[src/rtl/core/mpp_pkg.sv]
// shared constants, widths, codes and controller/datapath interface types
// for the monochrome page pixel packer; no dependencies
package mpp_pkg;

	// frame store geometry
	localparam int MAX_COLUMNS = 128;
	localparam int MAX_ROWS    = 64;
	localparam int PAGES_MAX   = MAX_ROWS / 8;
	localparam int STORE_SIZE  = MAX_COLUMNS * PAGES_MAX;
	localparam int ADDR_W      = $clog2(STORE_SIZE);
	localparam int DI_W        = $clog2(STORE_SIZE);
	localparam int COL_W       = $clog2(MAX_COLUMNS);
	localparam int PAGE_W      = (PAGES_MAX > 1) ? $clog2(PAGES_MAX) : 1;

	// field and register widths
	localparam int COLUMN_W   = 7;
	localparam int ROW_W      = 6;
	localparam int PIX_W      = 16;
	localparam int BYTE_W     = 8;
	localparam int CFG_COL_W  = 8;
	localparam int CFG_ROW_W  = 7;
	localparam int PG_W       = CFG_ROW_W - 3;
	localparam int TOT_W      = CFG_COL_W + PG_W;
	localparam int CFG_IDX_W  = 1;
	localparam int CFG_DATA_W = 8;
	localparam int DIV_CNT_W  = $clog2(DI_W);

	// item actions
	localparam logic ACT_STORE = 1'b0;
	localparam logic ACT_DRAIN = 1'b1;

	// register indexes
	localparam logic [CFG_IDX_W-1:0] CFG_COLUMNS = 1'd0;
	localparam logic [CFG_IDX_W-1:0] CFG_ROWS    = 1'd1;

	localparam logic [CFG_COL_W-1:0] COLS_RESET = 8'd128;
	localparam logic [CFG_ROW_W-1:0] ROWS_RESET = 7'd64;

	typedef struct packed {
		logic latch;      // capture accepted item
		logic st_read;    // read store entry of the item
		logic st_write;   // write back modified entry
		logic dr_empty;   // empty frame: emit 0 with last flag
		logic dr_zero;    // restart drain position
		logic div_start;  // recompute column/page from drain index
		logic div_load;   // take divider results
		logic dr_read;    // read entry at drain position
		logic dr_out;     // load output register and advance
	} mpp_cmd_t;

	typedef struct packed {
		logic in_range;   // latched store item lies inside the frame
		logic empty;      // no columns or no pages in use
		logic stale;      // drain index at or past frame size
		logic dirty;      // position counters out of date after a config write
		logic div_done;
		logic out_busy;   // output register holds an item
	} mpp_sts_t;

endpackage

[src/rtl/core/mpp_ctrl.sv]
// controller state machine: input handshake and sequencing of store
// read-modify-write and drain steps; depends on mpp_pkg
module mpp_ctrl
	import mpp_pkg::*;
(
	input  logic     clk,
	input  logic     arst_n,
	input  logic     in_valid,
	output logic     in_ready,
	input  logic     action,
	input  logic     out_ready,
	input  mpp_sts_t sts,
	output mpp_cmd_t cmd
);

	localparam logic [2:0] S_IDLE   = 3'd0;
	localparam logic [2:0] S_ST_RD  = 3'd1;
	localparam logic [2:0] S_ST_WR  = 3'd2;
	localparam logic [2:0] S_DR_CHK = 3'd3;
	localparam logic [2:0] S_DIV    = 3'd4;
	localparam logic [2:0] S_DR_RD  = 3'd5;
	localparam logic [2:0] S_DR_OUT = 3'd6;

	logic [2:0] state_q;
	logic [2:0] state_d;
	logic       accept;

	// a drain needs the output register free, or freed this cycle
	assign in_ready = (state_q == S_IDLE)
		&& ((action == ACT_STORE) || !sts.out_busy || out_ready);
	assign accept = in_valid && in_ready;

	always_comb begin
		cmd     = '0;
		state_d = state_q;
		unique case (state_q)
			S_IDLE: begin
				cmd.latch = accept;
				if (accept) begin
					state_d = (action == ACT_DRAIN) ? S_DR_CHK : S_ST_RD;
				end
			end
			S_ST_RD: begin
				if (sts.in_range) begin
					cmd.st_read = 1'b1;
					state_d     = S_ST_WR;
				end else begin
					state_d = S_IDLE;
				end
			end
			S_ST_WR: begin
				cmd.st_write = 1'b1;
				state_d      = S_IDLE;
			end
			S_DR_CHK: begin
				priority if (sts.empty) begin
					cmd.dr_empty = 1'b1;
					state_d      = S_IDLE;
				end else if (sts.stale) begin
					cmd.dr_zero = 1'b1;
					state_d     = S_DR_RD;
				end else if (sts.dirty) begin
					cmd.div_start = 1'b1;
					state_d       = S_DIV;
				end else begin
					state_d = S_DR_RD;
				end
			end
			S_DIV: begin
				if (sts.div_done) begin
					cmd.div_load = 1'b1;
					state_d      = S_DR_RD;
				end
			end
			S_DR_RD: begin
				cmd.dr_read = 1'b1;
				state_d     = S_DR_OUT;
			end
			S_DR_OUT: begin
				cmd.dr_out = 1'b1;
				state_d    = S_IDLE;
			end
			default: begin
				state_d = S_IDLE;
			end
		endcase
	end

	always_ff @(posedge clk or negedge arst_n) begin
		if (!arst_n) begin
			state_q <= S_IDLE;
		end else begin
			state_q <= state_d;
		end
	end

endmodule

[config.mk]
export PLATFORM = sky130hd
export DESIGN_NAME = mpp_ctrl
export DESIGN_NICKNAME = d
export VERILOG_FILES = /design/src/rtl/core/mpp_pkg.sv /design/src/rtl/core/mpp_ctrl.sv
export SDC_FILE = /design/constraint.sdc
export NUM_CORES = 1
export LEC_CHECK = 0
export ABC_AREA = 1
export BUFFER_PORTS_ARGS = -buffer_cell sky130_fd_sc_hd__buf_2
export CELL_PAD_IN_SITES_DETAIL_PLACEMENT = 0
export CELL_PAD_IN_SITES_GLOBAL_PLACEMENT = 1
export CORE_MARGIN = 10
export CORE_UTILIZATION = 18
export DETAILED_ROUTE_END_ITERATION = 8
export GPL_TIMING_DRIVEN = 0
export PLACE_DENSITY_LB_ADDON = 0.1
export SETUP_SLACK_MARGIN = 0.02
export SYNTH_ARGS = -nofsm -noshare
export SYNTH_HDL_FRONTEND = slang
export SYNTH_SLANG_ARGS = --single-unit
[constraint.sdc]
create_clock -name clk -period 1.1 [get_ports clk]
set_clock_uncertainty 0.15 [all_clocks]
set_input_delay 0.22 -clock clk [delete_from_list [all_inputs] [get_ports clk]]
set_output_delay 0.22 -clock clk [all_outputs]
set_load 0.05 [all_outputs]
==> flow_metrics.py <==
metrics = {
    "yosys": {
        "syn_area_um2": 254,
        "ys.flop_type": "dfrtp_1",
        "syn_inst": 43,
        "ys_types": 14,
        "ys_warn_count": 0,
        "synth_seq_cells": 3,
        "ys_async_sr_fraction_pct": 100,
        "yosys.cell_count.top_type": "nor2_1",
        "synth-seq-area-share_pct": 29.6,
        "syn_area_per_cell_um2": 5.91,
        "synthTopCellsByArea": "dfrtp_1, nor2_1, nor3_1",
        "synth_common_cells": "nor2_1, inv_1, nand2_1, nor3_1",
        "synth.largest_area_cell": "dfrtp_1",
        "synth.top_cell.area_share_pct": 29.6,
        "synth-edff-count": 0,
        "synth_fp_nets": 54,
    },
    "drt": {
        "vias": 434,
        "dr.pass1.iters": 3,
        "drcViolationCount": 0,
        "wl_per_cell_um": 12.2,
        "ant_nets": 0,
        "wirelength_mm": 1.23,
        "viasPerCell": 4.30,
        "drt_iter0_drc": 1,
    },
    "hold_path": {
        "hp-class": "in2async",
    },
    "global_routing": {
        "grt_pass1_wl_mm": 1.94,
        "grtUsageTotal_pct": 6.96,
        "met3_usage_pct": 3.98,
        "use_met2_pct": 13.8,
        "grt-ovfl-total": 0,
        "grt_max_degree": 6,
        "antenna_found_initial": 0,
        "grt-busiest-layer": "met2",
        "use_met1_pct": 5.49,
        "grt_pass1_vias": 484,
    },
    "finish": {
        "multi_input_comb_area_um2": 269,
        "seq_area_um2": 78.8,
        "top_regs": "state_q (3)",
        "area_growth_pct": 212,
        "fillers": 119,
        "regMostFlops": "state_q",
        "layout.nets": 98,
        "drive_gt1_share_pct": 76.7,
        "n_antenna_cell": 0,
        "largest_register_ffs": 3,
        "instances_no_fill": 101,
    },
    "worst_setup_path": {
        "cp.required_ps": 730,
        "crit_chain": "inv_2 -> nand2_4 -> nor2_4 -> inv_4 -> nor3_4 -> buf_6",
        "crit_fanout": 4,
        "cp.arrival_ps": 1310,
        "cpPeakStageDelay_ps": 440,
        "critPathKind": "reg2out",
        "worstReg2RegStart": "state_q[2]",
        "worstSetupStartpointType": "flop",
        "endpoint_kind": "output port",
        "crit_start": "state_q[0]",
        "critPathSlowestCell": "dfrtp_2",
    },
    "placement": {
        "gp_congestion": 0.618,
        "dpl.cell_count": 78,
        "portBuffers": 20,
        "dpl.hpwl_um": 780,
    },
    "die": {
        "dieArea_um2": 3310,
        "dieHeight_um": 57.6,
        "placementRows": 13,
        "start_util_pct": 19.3,
        "fp.coreArea_um2": 1320,
        "die_x_um": 57.6,
        "ioPinCount": 21,
    },
    "sta": {
        "setup_slack_ps": -577,
        "rsz0062_at_grt": "true",
        "layout_worst_path_cycle_share_pct": 152,
        "finalHoldViolations": 0,
        "whs_ps": 166,
        "setup_violations": 12,
        "maxSlewViolCount": 0,
        "max-slew-margin-rel_pct": 68.3,
        "fmax_ghz": 0.596,
        "period_needed_ps": 1680,
        "tightest_slew_ps": 474,
    },
    "clock_network": {
        "cts_buffer_depth": 2,
        "cts.clk_slew.worst_paths_ps": 40,
        "cts_root_buffer": "clkbuf_4",
        "cts_tree": "done",
        "clock_latency_ps": 230,
        "htree_num_levels": 1,
        "clock_sink_count": 3,
        "numCtsBuffers": 3,
    },
    "power": {
        "p_leak_nw": 0.385,
        "ir_drop_uv": 1550,
        "powerDensity_nw_per_um2": 2830,
    },
    "status": {
        "violations": "setup timing",
        "outcome": "finished with violations",
    },
    "job": {
        "maxCapViolations": 0,
    },
}
-- worst max-delay path, delay by kind of cell (launching register included) --
family	cells	cell delay (ps)
flip-flops	1	440
buffers and inverters	3	350
AND/OR/NAND/NOR	3	300
-- final timing paths --
path / cells past startpoint / slack [ps] / to
min in group clk: 5 / 190 / state_q[1]
max in group asynchronous: 2 / 510 / state_q[0]
worst min-delay path: 2 / 170 / state_q[2]
worst max register to register: 7 / -200 / state_q[1]
worst max-delay path: 6 / -580 / cmd[8]
worst min register to register: 2 / 490 / state_q[2]
-- layout make-up --
cell class	count	share of cell area [%]
Timing Repair Buffer	39	45.6
Inverter	9	4.89
Sequential cell	3	9.94
Tap cell	15	2.37
Clock buffer	4	3.31
Multi-Input combinational cell	31	33.9
-- kinds of logic after synthesis --
kind of cell | Yosys count | share of synthesized area (%)
simple gates | 28 | 49.8
buf+inv | 9 | 13.3
flops | 3 | 29.6
compound gates | 3 | 7.39
-- power breakdown --
part	total (mW)	leakage [nW]	internal (mW)	switching [mW]
Combinational	1.81	0.336	0.867	0.940
Clock	0.190	0.0150	0.136	0.0541
Sequential	0.246	0.0346	0.167	0.0790
Total	2.24	0.385	1.17	1.07
-- cell usage in the layout (no fill, tap or decap) --
cell type and count:
dfrtp_2 3, buf_4 8, buf_12 1, buf_6 17
nand3_4 1, nor2_2 3, inv_2 2, nand3_1 2
clkbuf_4 3, buf_2 10, buf_8 2, and3_4 1
clkbuf_1 1, nand2_4 1, nor2_1 4, inv_4 2
o21ai_1 1, nand2_1 5, nor2_4 5, nor3_4 5
inv_1 5, dlygate4sd3_1 1, nand4_1 1, o21ai_2 2
-- metrics by stage --
step	TNS (ps)	cell area, um^2	power, mW	utilization (%)	setup WS [ps]
3_3_place_gp	-4270	428	1.09	32.5	-490
6_report	-5510	793	2.24	60.2	-577
3_5_place_dp	-4140	428	1.09	32.5	-494
5_1_grt	-6170	793	2.39	60.2	-621
2_1_floorplan	-3880	309	0.916	-	-469
4_1_cts	-5300	689	1.89	52.3	-564
-- repair_timing --
action,CTS,global route
setup buffers,13,5
pin swaps,3,11
gates resized for setup,38,13
endpoints found under the hold margin,3,0
setup endpoints to repair,13,13
hold buffers,1,0
-- per-layer routing --
layer	share of wire [%]	vias to the layer above	wire [um]
li1	-	226	-
met1	33	196	403
met2	57	12	702
met3	10	0	123
met4	0	0	0
met5	0	-	0
No activity file was read; power rests on OpenSTA's default activity.
